===== src/hw/rtl/heartbeat_degrade_supervisor_core_macros.svh =====
// ----------------------------------------------------------------------------
// Heartbeat degrade supervisor assertion macros
// Concurrent assertion wrappers that compile away in synthesis builds.
// ----------------------------------------------------------------------------
`ifndef HEARTBEAT_DEGRADE_SUPERVISOR_CORE_MACROS_SVH
`define HEARTBEAT_DEGRADE_SUPERVISOR_CORE_MACROS_SVH

`ifndef SYNTHESIS
`define HDSUP_ASSERT_IMPLIES(label, clk_s, rstn_s, ante, cons) \
    label: assert property (@(posedge clk_s) disable iff (!rstn_s) (ante) |-> (cons)) \
        else $error("hdsup assertion failed: same-cycle check");
`define HDSUP_ASSERT_NEXT(label, clk_s, rstn_s, ante, cons) \
    label: assert property (@(posedge clk_s) disable iff (!rstn_s) (ante) |=> (cons)) \
        else $error("hdsup assertion failed: next-cycle check");
`else
`define HDSUP_ASSERT_IMPLIES(label, clk_s, rstn_s, ante, cons)
`define HDSUP_ASSERT_NEXT(label, clk_s, rstn_s, ante, cons)
`endif

`endif


===== src/hw/rtl/hdsup_pkg.sv =====
// ----------------------------------------------------------------------------
// Heartbeat degrade supervisor package
// Shared widths, codes, state encodings and structs of the supervisor.
// ----------------------------------------------------------------------------
package hdsup_pkg;

    localparam int MAX_NODES = 8;
    localparam int IDX_W     = (MAX_NODES > 1) ? $clog2(MAX_NODES) : 1;
    localparam int CNT_W     = $clog2(MAX_NODES + 1);

    localparam int FUNC_W    = 2;
    localparam int KEY_W     = 64;
    localparam int TIME_W    = 48;
    localparam int TMO_W     = 16;
    localparam int SETLVL_W  = 3;
    localparam int LEVEL_W   = 2;
    localparam int REASON_W  = 4;
    localparam int SPEED_W   = 5;
    localparam int MARGIN_W  = 5;
    localparam int ADDR_W    = 3;
    localparam int DATA_W    = 32;

    localparam logic [TMO_W-1:0] WARN_RESET = 16'd500;
    localparam logic [TMO_W-1:0] FAIL_RESET = 16'd2000;

    typedef enum logic [FUNC_W-1:0] {
        FUNC_HEARTBEAT = 2'd0,
        FUNC_TICK      = 2'd1,
        FUNC_SET       = 2'd2,
        FUNC_CLEAR     = 2'd3
    } func_t;

    typedef enum logic [1:0] {
        ST_IDLE  = 2'd0,
        ST_SCAN  = 2'd1,
        ST_CLEAR = 2'd2,
        ST_APPLY = 2'd3
    } state_t;

    typedef enum logic {
        REG_WARN_TIMEOUT = 1'b0,
        REG_FAIL_TIMEOUT = 1'b1
    } reg_idx_t;

    localparam logic [LEVEL_W-1:0] LEVEL_FULL    = 2'd0;
    localparam logic [LEVEL_W-1:0] LEVEL_LIMITED = 2'd1;
    localparam logic [LEVEL_W-1:0] LEVEL_MRM     = 2'd2;
    localparam logic [LEVEL_W-1:0] LEVEL_STOP    = 2'd3;

    localparam logic [REASON_W-1:0] REASON_NONE     = 4'd0;
    localparam logic [REASON_W-1:0] REASON_PLANNING = 4'd1;
    localparam logic [REASON_W-1:0] REASON_CONTROL  = 4'd2;

    localparam logic [SPEED_W-1:0] SPEED_MRM_DMS = 5'd30;
    localparam logic [SPEED_W-1:0] SPEED_ZERO    = 5'd0;

    localparam logic [MARGIN_W-1:0] MARGIN_FULL    = 5'd10;
    localparam logic [MARGIN_W-1:0] MARGIN_LIMITED = 5'd15;
    localparam logic [MARGIN_W-1:0] MARGIN_MRM     = 5'd20;
    localparam logic [MARGIN_W-1:0] MARGIN_STOP    = 5'd30;

    typedef struct packed {
        logic match;
        logic live;
        logic late;
        logic fail;
    } node_eval_t;

    typedef struct packed {
        logic             key_we;
        logic             stamp_we;
        logic [IDX_W-1:0] waddr;
    } tbl_wr_t;

endpackage


===== src/hw/rtl/hdsup_cmd_if.sv =====
// ----------------------------------------------------------------------------
// Heartbeat degrade supervisor command channel
// Valid/ready channel carrying one command word into the supervisor.
// ----------------------------------------------------------------------------
interface hdsup_cmd_if;
    logic                                valid;
    logic                                ready;
    logic [hdsup_pkg::FUNC_W-1:0]        func;
    logic [hdsup_pkg::KEY_W-1:0]         node_key;
    logic [hdsup_pkg::TIME_W-1:0]        now_ms;
    logic [hdsup_pkg::SETLVL_W-1:0]      set_level;
    logic [hdsup_pkg::REASON_W-1:0]      set_reason;

    modport source (
        output valid, func, node_key, now_ms, set_level, set_reason,
        input  ready
    );

    modport sink (
        input  valid, func, node_key, now_ms, set_level, set_reason,
        output ready
    );
endinterface


===== src/hw/rtl/hdsup_act_if.sv =====
// ----------------------------------------------------------------------------
// Heartbeat degrade supervisor action channel
// Valid/ready channel carrying one action word out of the supervisor.
// ----------------------------------------------------------------------------
interface hdsup_act_if;
    logic                                valid;
    logic                                ready;
    logic [hdsup_pkg::LEVEL_W-1:0]       level;
    logic [hdsup_pkg::REASON_W-1:0]      reason;
    logic [hdsup_pkg::TIME_W-1:0]        level_time_ms;
    logic                                no_lane_change;
    logic                                inlane_stop;
    logic                                hard_stop;
    logic [hdsup_pkg::SPEED_W-1:0]       speed_limit_dms;
    logic [hdsup_pkg::MARGIN_W-1:0]      safety_margin_tenths;
    logic                                heartbeat_taken;

    modport source (
        output valid, level, reason, level_time_ms, no_lane_change, inlane_stop,
               hard_stop, speed_limit_dms, safety_margin_tenths, heartbeat_taken,
        input  ready
    );

    modport sink (
        input  valid, level, reason, level_time_ms, no_lane_change, inlane_stop,
               hard_stop, speed_limit_dms, safety_margin_tenths, heartbeat_taken,
        output ready
    );
endinterface


===== src/hw/rtl/hdsup_node_table.sv =====
// ----------------------------------------------------------------------------
// Heartbeat degrade supervisor node table
// Key and stamp memories with a registered read port, followed by the shared
// entry evaluator that matches the key and ages the stamp against both limits.
// ----------------------------------------------------------------------------
module hdsup_node_table (
    input  logic                              clk,
    input  logic                              rd_en,
    input  logic [hdsup_pkg::IDX_W-1:0]       rd_addr,
    input  hdsup_pkg::tbl_wr_t                wr,
    input  logic [hdsup_pkg::KEY_W-1:0]       key_wdata,
    input  logic [hdsup_pkg::TIME_W-1:0]      stamp_wdata,
    input  logic [hdsup_pkg::KEY_W-1:0]       node_key,
    input  logic [hdsup_pkg::TIME_W-1:0]      now_ms,
    input  logic [hdsup_pkg::TMO_W-1:0]       warn_timeout,
    input  logic [hdsup_pkg::TMO_W-1:0]       fail_timeout,
    output hdsup_pkg::node_eval_t             eval
);

    logic [hdsup_pkg::KEY_W-1:0]  key_mem   [hdsup_pkg::MAX_NODES];
    logic [hdsup_pkg::TIME_W-1:0] stamp_mem [hdsup_pkg::MAX_NODES];

    logic [hdsup_pkg::KEY_W-1:0]  key_q_reg;
    logic [hdsup_pkg::TIME_W-1:0] stamp_q_reg;
    logic [hdsup_pkg::TIME_W:0]   age_diff;
    logic                         age_neg;

    always_ff @(posedge clk)
    begin
        if (wr.key_we)
        begin
            key_mem[wr.waddr] <= key_wdata;
        end
        if (wr.stamp_we)
        begin
            stamp_mem[wr.waddr] <= stamp_wdata;
        end
    end

    always_ff @(posedge clk)
    begin
        if (rd_en)
        begin
            key_q_reg   <= key_mem[rd_addr];
            stamp_q_reg <= stamp_mem[rd_addr];
        end
    end

    // A stamp in the future gives a negative difference and counts as age zero.
    assign age_diff = {1'b0, now_ms} - {1'b0, stamp_q_reg};
    assign age_neg  = age_diff[hdsup_pkg::TIME_W];

    always_comb
    begin
        eval.match = (key_q_reg == node_key);
        eval.live  = (stamp_q_reg != '0);
        eval.late  = !age_neg &&
                     (age_diff[hdsup_pkg::TIME_W-1:0] > hdsup_pkg::TIME_W'(warn_timeout));
        eval.fail  = !age_neg &&
                     (age_diff[hdsup_pkg::TIME_W-1:0] > hdsup_pkg::TIME_W'(fail_timeout));
    end

endmodule


===== src/hw/rtl/heartbeat_degrade_supervisor_core.sv =====
// ----------------------------------------------------------------------------
// Heartbeat degrade supervisor core
// A heartbeat or tick passes IDLE, SCAN and APPLY (a heartbeat leaves SCAN early on a key
// match), a clear passes IDLE, CLEAR and APPLY, and a manual set goes from IDLE to APPLY.
// One word is in work at a time; the next is accepted once the current action word has
// been committed, and APPLY waits while the action register is full and not taken.
// Reset is asynchronous and active low; the node table needs no clearing pass.
// ----------------------------------------------------------------------------
`include "heartbeat_degrade_supervisor_core_macros.svh"

module heartbeat_degrade_supervisor_core (
    input  logic                              clk,
    input  logic                              rst_n,
    hdsup_cmd_if.sink                         cmd,
    hdsup_act_if.source                       act,
    input  logic                              psel,
    input  logic                              penable,
    input  logic                              pwrite,
    input  logic [hdsup_pkg::ADDR_W-1:0]      paddr,
    input  logic [hdsup_pkg::DATA_W-1:0]      pwdata,
    output logic [hdsup_pkg::DATA_W-1:0]      prdata,
    output logic                              pready
);

    hdsup_pkg::state_t state_reg, state_next;

    hdsup_pkg::func_t                    func_reg;
    logic [hdsup_pkg::KEY_W-1:0]         key_reg;
    logic [hdsup_pkg::TIME_W-1:0]        now_reg;
    logic [hdsup_pkg::SETLVL_W-1:0]      set_level_reg;
    logic [hdsup_pkg::REASON_W-1:0]      set_reason_reg;

    logic [hdsup_pkg::TMO_W-1:0]         warn_reg;
    logic [hdsup_pkg::TMO_W-1:0]         fail_reg;

    logic [hdsup_pkg::CNT_W-1:0]         cnt_reg, cnt_next;
    logic [hdsup_pkg::LEVEL_W-1:0]       level_reg, level_next;
    logic [hdsup_pkg::REASON_W-1:0]      reason_reg, reason_next;
    logic [hdsup_pkg::TIME_W-1:0]        entry_reg, entry_next;
    logic                                lane_lock_reg, lane_lock_next;
    logic [hdsup_pkg::SPEED_W-1:0]       speed_reg, speed_next;

    logic [hdsup_pkg::CNT_W-1:0]         idx_reg, idx_next;
    logic                                pend_vld_reg, pend_vld_next;
    logic [hdsup_pkg::IDX_W-1:0]         pend_idx_reg, pend_idx_next;
    logic [1:0]                          late_cnt_reg, late_cnt_next;
    logic [1:0]                          fail_cnt_reg, fail_cnt_next;
    logic                                n0_late_reg, n0_late_next;
    logic                                n0_fail_reg, n0_fail_next;
    logic                                hit_reg, hit_next;
    logic [hdsup_pkg::IDX_W-1:0]         hit_idx_reg, hit_idx_next;

    logic                                act_vld_reg, act_vld_next;
    logic [hdsup_pkg::LEVEL_W-1:0]       o_level_reg;
    logic [hdsup_pkg::REASON_W-1:0]      o_reason_reg;
    logic [hdsup_pkg::TIME_W-1:0]        o_time_reg;
    logic                                o_nlc_reg;
    logic                                o_mrm_reg;
    logic                                o_imm_reg;
    logic [hdsup_pkg::SPEED_W-1:0]       o_speed_reg;
    logic [hdsup_pkg::MARGIN_W-1:0]      o_margin_reg;
    logic                                o_taken_reg;

    logic                                accept;
    logic                                commit;
    logic                                table_full;
    logic                                rd_en;
    hdsup_pkg::tbl_wr_t                  tbl_wr;
    logic [hdsup_pkg::TIME_W-1:0]        stamp_wdata;
    hdsup_pkg::node_eval_t               eval;

    logic                                esc;
    logic [hdsup_pkg::LEVEL_W-1:0]       esc_level;
    logic [hdsup_pkg::REASON_W-1:0]      esc_reason;
    logic                                do_apply;
    logic [hdsup_pkg::LEVEL_W-1:0]       apply_level;
    logic [hdsup_pkg::REASON_W-1:0]      apply_reason;
    logic                                taken;

    logic                                o_nlc;
    logic                                o_mrm;
    logic                                o_imm;
    logic [hdsup_pkg::SPEED_W-1:0]       o_speed;
    logic [hdsup_pkg::MARGIN_W-1:0]      o_margin;

    logic                                cfg_wr;
    hdsup_pkg::reg_idx_t                 cfg_idx;

    assign accept     = cmd.valid && cmd.ready;
    assign commit     = (state_reg == hdsup_pkg::ST_APPLY) && (!act_vld_reg || act.ready);
    assign table_full = (cnt_reg >= hdsup_pkg::CNT_W'(hdsup_pkg::MAX_NODES));
    assign cmd.ready  = (state_reg == hdsup_pkg::ST_IDLE);

    // Configuration port.
    assign pready  = 1'b1;
    assign cfg_wr  = psel && penable && pwrite;
    assign cfg_idx = hdsup_pkg::reg_idx_t'(paddr[2]);

    always_comb
    begin
        unique case (cfg_idx)
            hdsup_pkg::REG_WARN_TIMEOUT: prdata = hdsup_pkg::DATA_W'(warn_reg);
            hdsup_pkg::REG_FAIL_TIMEOUT: prdata = hdsup_pkg::DATA_W'(fail_reg);
            default:                     prdata = '0;
        endcase
    end

    always_ff @(posedge clk or negedge rst_n)
    begin
        if (!rst_n)
        begin
            warn_reg <= hdsup_pkg::WARN_RESET;
            fail_reg <= hdsup_pkg::FAIL_RESET;
        end
        else if (cfg_wr)
        begin
            unique case (cfg_idx)
                hdsup_pkg::REG_WARN_TIMEOUT: warn_reg <= pwdata[hdsup_pkg::TMO_W-1:0];
                hdsup_pkg::REG_FAIL_TIMEOUT: fail_reg <= pwdata[hdsup_pkg::TMO_W-1:0];
                default:                     ;
            endcase
        end
    end

    hdsup_node_table u_table (
        .clk          (clk),
        .rd_en        (rd_en),
        .rd_addr      (idx_reg[hdsup_pkg::IDX_W-1:0]),
        .wr           (tbl_wr),
        .key_wdata    (key_reg),
        .stamp_wdata  (stamp_wdata),
        .node_key     (key_reg),
        .now_ms       (now_reg),
        .warn_timeout (warn_reg),
        .fail_timeout (fail_reg),
        .eval         (eval)
    );

    // Next state.
    always_comb
    begin
        state_next = state_reg;
        unique case (state_reg)
            hdsup_pkg::ST_IDLE:
            begin
                if (cmd.valid)
                begin
                    unique case (hdsup_pkg::func_t'(cmd.func))
                        hdsup_pkg::FUNC_HEARTBEAT: state_next = hdsup_pkg::ST_SCAN;
                        hdsup_pkg::FUNC_TICK:      state_next = hdsup_pkg::ST_SCAN;
                        hdsup_pkg::FUNC_SET:       state_next = hdsup_pkg::ST_APPLY;
                        hdsup_pkg::FUNC_CLEAR:     state_next = hdsup_pkg::ST_CLEAR;
                        default:                   state_next = hdsup_pkg::ST_IDLE;
                    endcase
                end
            end
            hdsup_pkg::ST_SCAN:
            begin
                if ((pend_vld_reg && eval.match && func_reg == hdsup_pkg::FUNC_HEARTBEAT) ||
                    (idx_reg == cnt_reg))
                begin
                    state_next = hdsup_pkg::ST_APPLY;
                end
            end
            hdsup_pkg::ST_CLEAR:
            begin
                if (idx_reg == cnt_reg)
                begin
                    state_next = hdsup_pkg::ST_APPLY;
                end
            end
            hdsup_pkg::ST_APPLY:
            begin
                if (commit)
                begin
                    state_next = hdsup_pkg::ST_IDLE;
                end
            end
            default: state_next = hdsup_pkg::ST_IDLE;
        endcase
    end

    // Escalation decision from the scan counts.
    always_comb
    begin
        esc        = 1'b0;
        esc_level  = hdsup_pkg::LEVEL_FULL;
        esc_reason = hdsup_pkg::REASON_NONE;
        priority if (fail_cnt_reg >= 2'd2)
        begin
            esc        = (level_reg < hdsup_pkg::LEVEL_STOP);
            esc_level  = hdsup_pkg::LEVEL_STOP;
            esc_reason = hdsup_pkg::REASON_PLANNING;
        end
        else if (fail_cnt_reg == 2'd1)
        begin
            esc        = (level_reg < hdsup_pkg::LEVEL_MRM);
            esc_level  = hdsup_pkg::LEVEL_MRM;
            esc_reason = n0_fail_reg ? hdsup_pkg::REASON_PLANNING : hdsup_pkg::REASON_CONTROL;
        end
        else if (late_cnt_reg >= 2'd2)
        begin
            esc        = (level_reg < hdsup_pkg::LEVEL_MRM);
            esc_level  = hdsup_pkg::LEVEL_MRM;
            esc_reason = hdsup_pkg::REASON_PLANNING;
        end
        else if (late_cnt_reg == 2'd1)
        begin
            esc        = (level_reg < hdsup_pkg::LEVEL_LIMITED);
            esc_level  = hdsup_pkg::LEVEL_LIMITED;
            esc_reason = n0_late_reg ? hdsup_pkg::REASON_PLANNING : hdsup_pkg::REASON_CONTROL;
        end
        else
        begin
            esc = 1'b0;
        end
    end

    // Datapath and table control.
    always_comb
    begin
        cnt_next       = cnt_reg;
        level_next     = level_reg;
        reason_next    = reason_reg;
        entry_next     = entry_reg;
        lane_lock_next = lane_lock_reg;
        speed_next     = speed_reg;
        idx_next       = idx_reg;
        pend_vld_next  = 1'b0;
        pend_idx_next  = pend_idx_reg;
        late_cnt_next  = late_cnt_reg;
        fail_cnt_next  = fail_cnt_reg;
        n0_late_next   = n0_late_reg;
        n0_fail_next   = n0_fail_reg;
        hit_next       = hit_reg;
        hit_idx_next   = hit_idx_reg;
        rd_en          = 1'b0;
        tbl_wr         = '0;
        stamp_wdata    = now_reg;
        do_apply       = 1'b0;
        apply_level    = hdsup_pkg::LEVEL_FULL;
        apply_reason   = hdsup_pkg::REASON_NONE;
        taken          = 1'b0;

        if (accept)
        begin
            idx_next      = '0;
            late_cnt_next = 2'd0;
            fail_cnt_next = 2'd0;
            hit_next      = 1'b0;
        end

        unique case (state_reg)
            hdsup_pkg::ST_SCAN:
            begin
                if (idx_reg < cnt_reg)
                begin
                    rd_en         = 1'b1;
                    idx_next      = hdsup_pkg::CNT_W'(idx_reg + 1'b1);
                    pend_vld_next = 1'b1;
                    pend_idx_next = idx_reg[hdsup_pkg::IDX_W-1:0];
                end
                if (pend_vld_reg)
                begin
                    if (eval.live && eval.late && late_cnt_reg != 2'd2)
                    begin
                        late_cnt_next = late_cnt_reg + 2'd1;
                    end
                    if (eval.live && eval.fail && fail_cnt_reg != 2'd2)
                    begin
                        fail_cnt_next = fail_cnt_reg + 2'd1;
                    end
                    if (pend_idx_reg == '0)
                    begin
                        n0_late_next = eval.late;
                        n0_fail_next = eval.fail;
                    end
                    if (eval.match && func_reg == hdsup_pkg::FUNC_HEARTBEAT && !hit_reg)
                    begin
                        hit_next     = 1'b1;
                        hit_idx_next = pend_idx_reg;
                    end
                end
            end
            hdsup_pkg::ST_CLEAR:
            begin
                stamp_wdata = '0;
                if (idx_reg < cnt_reg)
                begin
                    tbl_wr.stamp_we = 1'b1;
                    tbl_wr.waddr    = idx_reg[hdsup_pkg::IDX_W-1:0];
                    idx_next        = hdsup_pkg::CNT_W'(idx_reg + 1'b1);
                end
            end
            hdsup_pkg::ST_APPLY:
            begin
                unique case (func_reg)
                    hdsup_pkg::FUNC_HEARTBEAT:
                    begin
                        taken = hit_reg || !table_full;
                        if (commit)
                        begin
                            if (hit_reg)
                            begin
                                tbl_wr.stamp_we = 1'b1;
                                tbl_wr.waddr    = hit_idx_reg;
                            end
                            else if (!table_full)
                            begin
                                tbl_wr.key_we   = 1'b1;
                                tbl_wr.stamp_we = 1'b1;
                                tbl_wr.waddr    = cnt_reg[hdsup_pkg::IDX_W-1:0];
                                cnt_next        = hdsup_pkg::CNT_W'(cnt_reg + 1'b1);
                            end
                        end
                    end
                    hdsup_pkg::FUNC_TICK:
                    begin
                        do_apply     = esc;
                        apply_level  = esc_level;
                        apply_reason = esc_reason;
                    end
                    hdsup_pkg::FUNC_SET:
                    begin
                        do_apply     = !set_level_reg[hdsup_pkg::SETLVL_W-1];
                        apply_level  = set_level_reg[hdsup_pkg::LEVEL_W-1:0];
                        apply_reason = set_reason_reg;
                    end
                    hdsup_pkg::FUNC_CLEAR:
                    begin
                        level_next     = hdsup_pkg::LEVEL_FULL;
                        reason_next    = hdsup_pkg::REASON_NONE;
                        entry_next     = '0;
                        lane_lock_next = 1'b0;
                        speed_next     = hdsup_pkg::SPEED_ZERO;
                    end
                    default: ;
                endcase

                if (do_apply)
                begin
                    level_next  = apply_level;
                    reason_next = apply_reason;
                    entry_next  = (func_reg == hdsup_pkg::FUNC_TICK) ? now_reg : '0;
                    if (apply_level >= hdsup_pkg::LEVEL_LIMITED)
                    begin
                        lane_lock_next = 1'b1;
                    end
                    if (apply_level == hdsup_pkg::LEVEL_MRM)
                    begin
                        speed_next = hdsup_pkg::SPEED_MRM_DMS;
                    end
                    if (apply_level == hdsup_pkg::LEVEL_STOP)
                    begin
                        speed_next = hdsup_pkg::SPEED_ZERO;
                    end
                end
            end
            default: ;
        endcase
    end

    // Action fields implied by the updated level.
    always_comb
    begin
        o_nlc    = 1'b0;
        o_mrm    = 1'b0;
        o_imm    = 1'b0;
        o_speed  = hdsup_pkg::SPEED_ZERO;
        o_margin = hdsup_pkg::MARGIN_FULL;
        unique case (level_next)
            hdsup_pkg::LEVEL_FULL: ;
            hdsup_pkg::LEVEL_LIMITED:
            begin
                o_nlc    = lane_lock_next;
                o_speed  = speed_next;
                o_margin = hdsup_pkg::MARGIN_LIMITED;
            end
            hdsup_pkg::LEVEL_MRM:
            begin
                o_nlc    = 1'b1;
                o_mrm    = 1'b1;
                o_speed  = (speed_next != '0) ? speed_next : hdsup_pkg::SPEED_MRM_DMS;
                o_margin = hdsup_pkg::MARGIN_MRM;
            end
            hdsup_pkg::LEVEL_STOP:
            begin
                o_nlc    = 1'b1;
                o_mrm    = 1'b1;
                o_imm    = 1'b1;
                o_margin = hdsup_pkg::MARGIN_STOP;
            end
            default: ;
        endcase
    end

    always_comb
    begin
        act_vld_next = act_vld_reg;
        if (commit)
        begin
            act_vld_next = 1'b1;
        end
        else if (act.ready)
        begin
            act_vld_next = 1'b0;
        end
    end

    always_ff @(posedge clk or negedge rst_n)
    begin
        if (!rst_n)
        begin
            state_reg     <= hdsup_pkg::ST_IDLE;
            cnt_reg       <= '0;
            level_reg     <= hdsup_pkg::LEVEL_FULL;
            reason_reg    <= hdsup_pkg::REASON_NONE;
            entry_reg     <= '0;
            lane_lock_reg <= 1'b0;
            speed_reg     <= hdsup_pkg::SPEED_ZERO;
            idx_reg       <= '0;
            pend_vld_reg  <= 1'b0;
            late_cnt_reg  <= 2'd0;
            fail_cnt_reg  <= 2'd0;
            hit_reg       <= 1'b0;
            act_vld_reg   <= 1'b0;
        end
        else
        begin
            state_reg     <= state_next;
            cnt_reg       <= cnt_next;
            level_reg     <= level_next;
            reason_reg    <= reason_next;
            entry_reg     <= entry_next;
            lane_lock_reg <= lane_lock_next;
            speed_reg     <= speed_next;
            idx_reg       <= idx_next;
            pend_vld_reg  <= pend_vld_next;
            late_cnt_reg  <= late_cnt_next;
            fail_cnt_reg  <= fail_cnt_next;
            hit_reg       <= hit_next;
            act_vld_reg   <= act_vld_next;
        end
    end

    always_ff @(posedge clk)
    begin
        pend_idx_reg <= pend_idx_next;
        n0_late_reg  <= n0_late_next;
        n0_fail_reg  <= n0_fail_next;
        hit_idx_reg  <= hit_idx_next;
        if (accept)
        begin
            func_reg       <= hdsup_pkg::func_t'(cmd.func);
            key_reg        <= cmd.node_key;
            now_reg        <= cmd.now_ms;
            set_level_reg  <= cmd.set_level;
            set_reason_reg <= cmd.set_reason;
        end
        if (commit)
        begin
            o_level_reg  <= level_next;
            o_reason_reg <= reason_next;
            o_time_reg   <= entry_next;
            o_nlc_reg    <= o_nlc;
            o_mrm_reg    <= o_mrm;
            o_imm_reg    <= o_imm;
            o_speed_reg  <= o_speed;
            o_margin_reg <= o_margin;
            o_taken_reg  <= taken;
        end
    end

    assign act.valid                = act_vld_reg;
    assign act.level                = o_level_reg;
    assign act.reason               = o_reason_reg;
    assign act.level_time_ms        = o_time_reg;
    assign act.no_lane_change       = o_nlc_reg;
    assign act.inlane_stop          = o_mrm_reg;
    assign act.hard_stop            = o_imm_reg;
    assign act.speed_limit_dms      = o_speed_reg;
    assign act.safety_margin_tenths = o_margin_reg;
    assign act.heartbeat_taken      = o_taken_reg;

    `HDSUP_ASSERT_IMPLIES(a_idle_no_read_pending, clk, rst_n, cmd.ready, !pend_vld_reg)
    `HDSUP_ASSERT_NEXT(a_tick_never_lowers, clk, rst_n, commit && func_reg == hdsup_pkg::FUNC_TICK, level_reg >= $past(level_reg))
    `HDSUP_ASSERT_NEXT(a_new_node_registered, clk, rst_n, commit && func_reg == hdsup_pkg::FUNC_HEARTBEAT && !hit_reg && !table_full, cnt_reg == hdsup_pkg::CNT_W'($past(cnt_reg) + 1'b1))

endmodule


===== src/flat_wrapper.sv =====
// flat-port wrapper written by rule: the top's interface ports become plain ports
module heartbeat_degrade_supervisor_core_flat 
  (clk, rst_n, psel, penable, pwrite, paddr, pwdata, prdata, pready, cmd_valid, cmd_func, cmd_node_key, cmd_now_ms, cmd_set_level, cmd_set_reason, cmd_ready, act_valid, act_level, act_reason, act_level_time_ms, act_no_lane_change, act_inlane_stop, act_hard_stop, act_speed_limit_dms, act_safety_margin_tenths, act_heartbeat_taken, act_ready);
  hdsup_cmd_if cmd_i ();
  hdsup_act_if act_i ();
  input  logic clk;
  input  logic rst_n;
  input  logic psel;
  input  logic penable;
  input  logic pwrite;
  input  logic [hdsup_pkg::ADDR_W-1:0] paddr;
  input  logic [hdsup_pkg::DATA_W-1:0] pwdata;
  output logic [hdsup_pkg::DATA_W-1:0] prdata;
  output logic pready;
  input wire logic [$bits(cmd_i.valid)-1:0] cmd_valid;
  input wire logic [$bits(cmd_i.func)-1:0] cmd_func;
  input wire logic [$bits(cmd_i.node_key)-1:0] cmd_node_key;
  input wire logic [$bits(cmd_i.now_ms)-1:0] cmd_now_ms;
  input wire logic [$bits(cmd_i.set_level)-1:0] cmd_set_level;
  input wire logic [$bits(cmd_i.set_reason)-1:0] cmd_set_reason;
  output wire logic [$bits(cmd_i.ready)-1:0] cmd_ready;
  output wire logic [$bits(act_i.valid)-1:0] act_valid;
  output wire logic [$bits(act_i.level)-1:0] act_level;
  output wire logic [$bits(act_i.reason)-1:0] act_reason;
  output wire logic [$bits(act_i.level_time_ms)-1:0] act_level_time_ms;
  output wire logic [$bits(act_i.no_lane_change)-1:0] act_no_lane_change;
  output wire logic [$bits(act_i.inlane_stop)-1:0] act_inlane_stop;
  output wire logic [$bits(act_i.hard_stop)-1:0] act_hard_stop;
  output wire logic [$bits(act_i.speed_limit_dms)-1:0] act_speed_limit_dms;
  output wire logic [$bits(act_i.safety_margin_tenths)-1:0] act_safety_margin_tenths;
  output wire logic [$bits(act_i.heartbeat_taken)-1:0] act_heartbeat_taken;
  input wire logic [$bits(act_i.ready)-1:0] act_ready;
  assign cmd_i.valid = cmd_valid;
  assign cmd_i.func = cmd_func;
  assign cmd_i.node_key = cmd_node_key;
  assign cmd_i.now_ms = cmd_now_ms;
  assign cmd_i.set_level = cmd_set_level;
  assign cmd_i.set_reason = cmd_set_reason;
  assign cmd_ready = cmd_i.ready;
  assign act_valid = act_i.valid;
  assign act_level = act_i.level;
  assign act_reason = act_i.reason;
  assign act_level_time_ms = act_i.level_time_ms;
  assign act_no_lane_change = act_i.no_lane_change;
  assign act_inlane_stop = act_i.inlane_stop;
  assign act_hard_stop = act_i.hard_stop;
  assign act_speed_limit_dms = act_i.speed_limit_dms;
  assign act_safety_margin_tenths = act_i.safety_margin_tenths;
  assign act_heartbeat_taken = act_i.heartbeat_taken;
  assign act_i.ready = act_ready;
  heartbeat_degrade_supervisor_core u_core (.clk(clk), .rst_n(rst_n), .cmd(cmd_i), .act(act_i), .psel(psel), .penable(penable), .pwrite(pwrite), .paddr(paddr), .pwdata(pwdata), .prdata(prdata), .pready(pready));
endmodule

===== config.mk =====
export PLATFORM = sky130hd
export DESIGN_NAME = heartbeat_degrade_supervisor_core_flat
export DESIGN_NICKNAME = d
export VERILOG_FILES = /design/src/hw/rtl/hdsup_pkg.sv /design/src/hw/rtl/hdsup_cmd_if.sv /design/src/hw/rtl/hdsup_act_if.sv /design/src/hw/rtl/hdsup_node_table.sv /design/src/hw/rtl/heartbeat_degrade_supervisor_core.sv /design/src/flat_wrapper.sv
export VERILOG_INCLUDE_DIRS = /design/src /design/src/hw/rtl
export SDC_FILE = /design/constraint.sdc
export NUM_CORES = 1
export LEC_CHECK = 0
export BUFFER_PORTS_ARGS = -buffer_cell sky130_fd_sc_hd__buf_2
export CAP_MARGIN = 20
export CORE_AREA = 5 5 333 335
export CTS_CLUSTER_DIAMETER = 100
export CTS_CLUSTER_SIZE = 10
export DETAILED_ROUTE_END_ITERATION = 16
export DIE_AREA = 0 0 338 340
export PLACE_DENSITY = 0.67
export SKIP_CTS_REPAIR_TIMING = 1
export SYNTH_ARGS = -nofsm -noshare
export SYNTH_HDL_FRONTEND = slang
export SYNTH_SLANG_ARGS = --single-unit

===== constraint.sdc =====
create_clock -name clk -period 15.7 [get_ports clk]
set_clock_uncertainty 0.15 [all_clocks]
set_input_delay 1.57 -clock clk [delete_from_list [all_inputs] [get_ports clk]]
set_output_delay 1.57 -clock clk [all_outputs]
set_load 0.05 [all_outputs]

==> impl_metrics.json <==
{
  "routed_wl_um": 126000,
  "cts_buffers": 149,
  "dpl.hpwl_um": 75400,
  "seq_area_frac_synth_pct": 72.9,
  "syn_area_per_cell_um2": 18.3,
  "core_um2": 108000,
  "synth-edff-count": 1204,
  "wl_per_cell_um": 26.8,
  "grt_setup_unrepaired": "no",
  "hold_class": "reg -> reg",
  "arrival_ns": 5.50,
  "grt_pass1_vias": 29187,
  "cts.clk_slew.worst_paths_ns": 0.05,
  "numClockSinks": 1313,
  "largestRegisters": "u_core.u_table.key_mem x512, u_core.u_table.stamp_mem x384",
  "ant_nets": 0,
  "yosys.area_share.simple_pct": 3.77,
  "r2r_start": "u_core.func_reg[0]$_DFFE_PP_",
  "crit_fanout": 52,
  "crit_type": "in -> reg",
  "ys_top_cells_by_count": "1204 x edfxtp_1, 224 x mux4_2, 146 x mux2_2",
  "largest_register_ffs": 512,
  "htree_levels": 4,
  "yosysTopAreaCell": "edfxtp_1",
  "drive_gt1_share_pct": 25.9,
  "vdd_drop_max_v": 0.000135,
  "relSlewSlack_pct": 23.6,
  "drt_iter0_drc": 2248,
  "ys_ff_latch": 1313,
  "post-synth-top-count-cell": "edfxtp_1",
  "worstSkewPairLatency_ns": 0.75,
  "gp_congestion": 0.898,
  "synthAdderAreaFrac_pct": 2.50,
  "synth_cells": 2918,
  "top_register": "u_core.u_table.key_mem",
  "setup_violations": 0,
  "cpMostUsedCell": "nand2_1",
  "die_w_um": 338,
  "num_rows": 121,
  "antenna_found_initial": 5,
  "routed_via_density": 5.89,
  "cts_tree": "built",
  "rr_worst_depth": 9,
  "timing.final.crit_share_pct": 33.9,
  "hold_viol": 0,
  "timing.fmax_mhz": 188,
  "ys.flop_type": "edfxtp_1",
  "synth-async-reset-ratio_pct": 8.30,
  "synth-compound-area-share_pct": 4.80,
  "drt_pass1_iterations": 5,
  "grt-ovfl-total": 0,
  "r2r_slack_ns": 10.62,
  "maxCapViolCount": 0,
  "vias": 27728,
  "cp_slowest_stage_delay_ns": 0.89,
  "leakagePower_nw": 20.8,
  "critPathCapture": "u_core.u_table.key_mem[3][17]$_DFFE_PP_",
  "synth.distinct_cells": 76,
  "die_h_um": 340,
  "die-area_um2": 115000,
  "syn_area_um2": 53400,
  "grt_use_total_pct": 22.0,
  "ys_top_cells_by_area": "edfxtp_1 68%, mux4_2 9.5%, dfrtp_1 4.5%, mux2_2 3.1%, ha_1 2.5%",
  "synth_top_family_by_area": "multiplexers",
  "power_density_nw_per_um2": 197,
  "cts-root-buf": "clkbuf_16",
  "syn2layout_area_growth_pct": 13.4,
  "worstPathRequired_ns": 15.88,
  "critPathCaptureType": "register",
  "nets": 3485,
  "synth_mux_area_share_pct": 12.6,
  "netlist.area_leader.share_pct": 67.8,
  "ioPinCount": 266,
  "tightest_slew_ns": 1.15,
  "finalMaxSlewViolations": 0,
  "ys_warn_count": 0,
  "final_util_pct": 56.1,
  "port_buffers": 230,
  "startpoint": "act_ready",
  "tns_ns": 0,
  "post-route-min-period_ns": 5.32,
  "crit_chain": "buf_2, nand2b_1, and3_1, nor3b_1, a22oi_1, nand2_1, nand2_1, nor2_4, buf_4",
  "slowest_stage": "nor3b_1",
  "cts_buffer_depth": 3,
  "grt_max_degree": 101,
  "grt_pass1_wl_um": 187000,
  "start_util_pct": 49.5,
  "start_kind": "primary input",
  "worstReg2RegEnd": "u_core.u_table.key_mem[3][17]$_DFFE_PP_",
  "status": "complete, no violations",
  "synth_xor_area_share_pct": 1.31,
  "drc_errors": 0
}
[power breakdown]
part	internal, W	switching (W)	leakage [nW]
Combinational	0.00147	0.00230	6.34
Clock	0.00179	0.00132	2.07
Sequential	0.00470	0.000374	12.4
[metal layers]
| layer | vias up | track usage [%] | part of all wire [%] |
|---|---|---|---|
| li1 | 12141 | - | - |
| met5 | - | 0 | 0.0071 |
| met2 | 996 | 36.7 | 50 |
| met4 | 2 | 6.38 | 2.6 |
| met3 | 178 | 4.28 | 6.2 |
| met1 | 14411 | 29.7 | 42 |
[logic make-up after synthesis]
logic type      after synthesis
compound gates              379
xor+xnor                     80
fa+ha+maj                   106
buf+inv                     267
flops                      1313
mux                         376
other cells                   2
simple gates                395
[critical path: cells and delay by family]
| kind | cells | cell delay, ns |
|---|---|---|
| buf+inv | 2 | 0.94 |
| compound gates | 1 | 0.19 |
| simple gates | 6 | 2.72 |
[placed cells by master, fill, tap and decap left out, drive strengths merged, types with 14 or more instances in the layout]
master     n
mux4     224
edfxtp  1204
nor4      27
a21o      21
inv      142
nor3      16
nand2    110
ha       105
nand4     36
nor2      78
conb      17
xnor2     34
o21ai     97
mux2     146
nand3     14
a21oi     91
dfrtp     97
a22o      52
o21a      16
buf      261
nand2b    17
xor2      46
nor2b     55
clkbuf   209
[final cells by class]
class / count / area (um^2)
antenna: 2 / 5.00
clock buffer: 209 / 4030
clock inverter: 14 / 303
fill: 8059 / 47300
inverter: 138 / 523
multi-input combinational: 1353 / 13600
sequential: 1313 / 38900
tap: 1414 / 1770
timing repair buffer: 261 / 1420
[per-stage QoR]
stage          hold slack [ns]  power [W]  instances  worst slack, ns  cell area [um^2]
6_report                 0.302     0.0120       4704            10.38             60500
3_3_place_gp             0.286    0.00880       4478             9.76             56200
2_1_floorplan            0.277    0.00774       2933             9.00             53400
4_1_cts                  0.299     0.0120       4701            10.35             60500
3_5_place_dp             0.287    0.00890       4478             9.59             56200
5_1_grt                  0.325     0.0126       4702            10.10             60500
[worst min path at each step]
stage,from,endpoint,slack (ns),cells past startpoint
after global placement,u_core.pend_idx_reg[0]$_DFFE_PP_,u_core.hit_idx_reg[0]$_DFFE_PP_,0.29,0
final,u_core.pend_idx_reg[0]$_DFFE_PP_,u_core.hit_idx_reg[0]$_DFFE_PP_,0.30,0
after detailed placement,u_core.pend_idx_reg[0]$_DFFE_PP_,u_core.hit_idx_reg[0]$_DFFE_PP_,0.29,0
after CTS,u_core.pend_idx_reg[1]$_DFFE_PP_,u_core.hit_idx_reg[1]$_DFFE_PP_,0.30,0
after global routing,u_core.pend_idx_reg[0]$_DFFE_PP_,u_core.hit_idx_reg[0]$_DFFE_PP_,0.33,0
after floorplan,u_core.pend_idx_reg[1]$_DFFE_PP_,u_core.hit_idx_reg[1]$_DFFE_PP_,0.28,0
No activity file was read; power rests on OpenSTA's default activity.
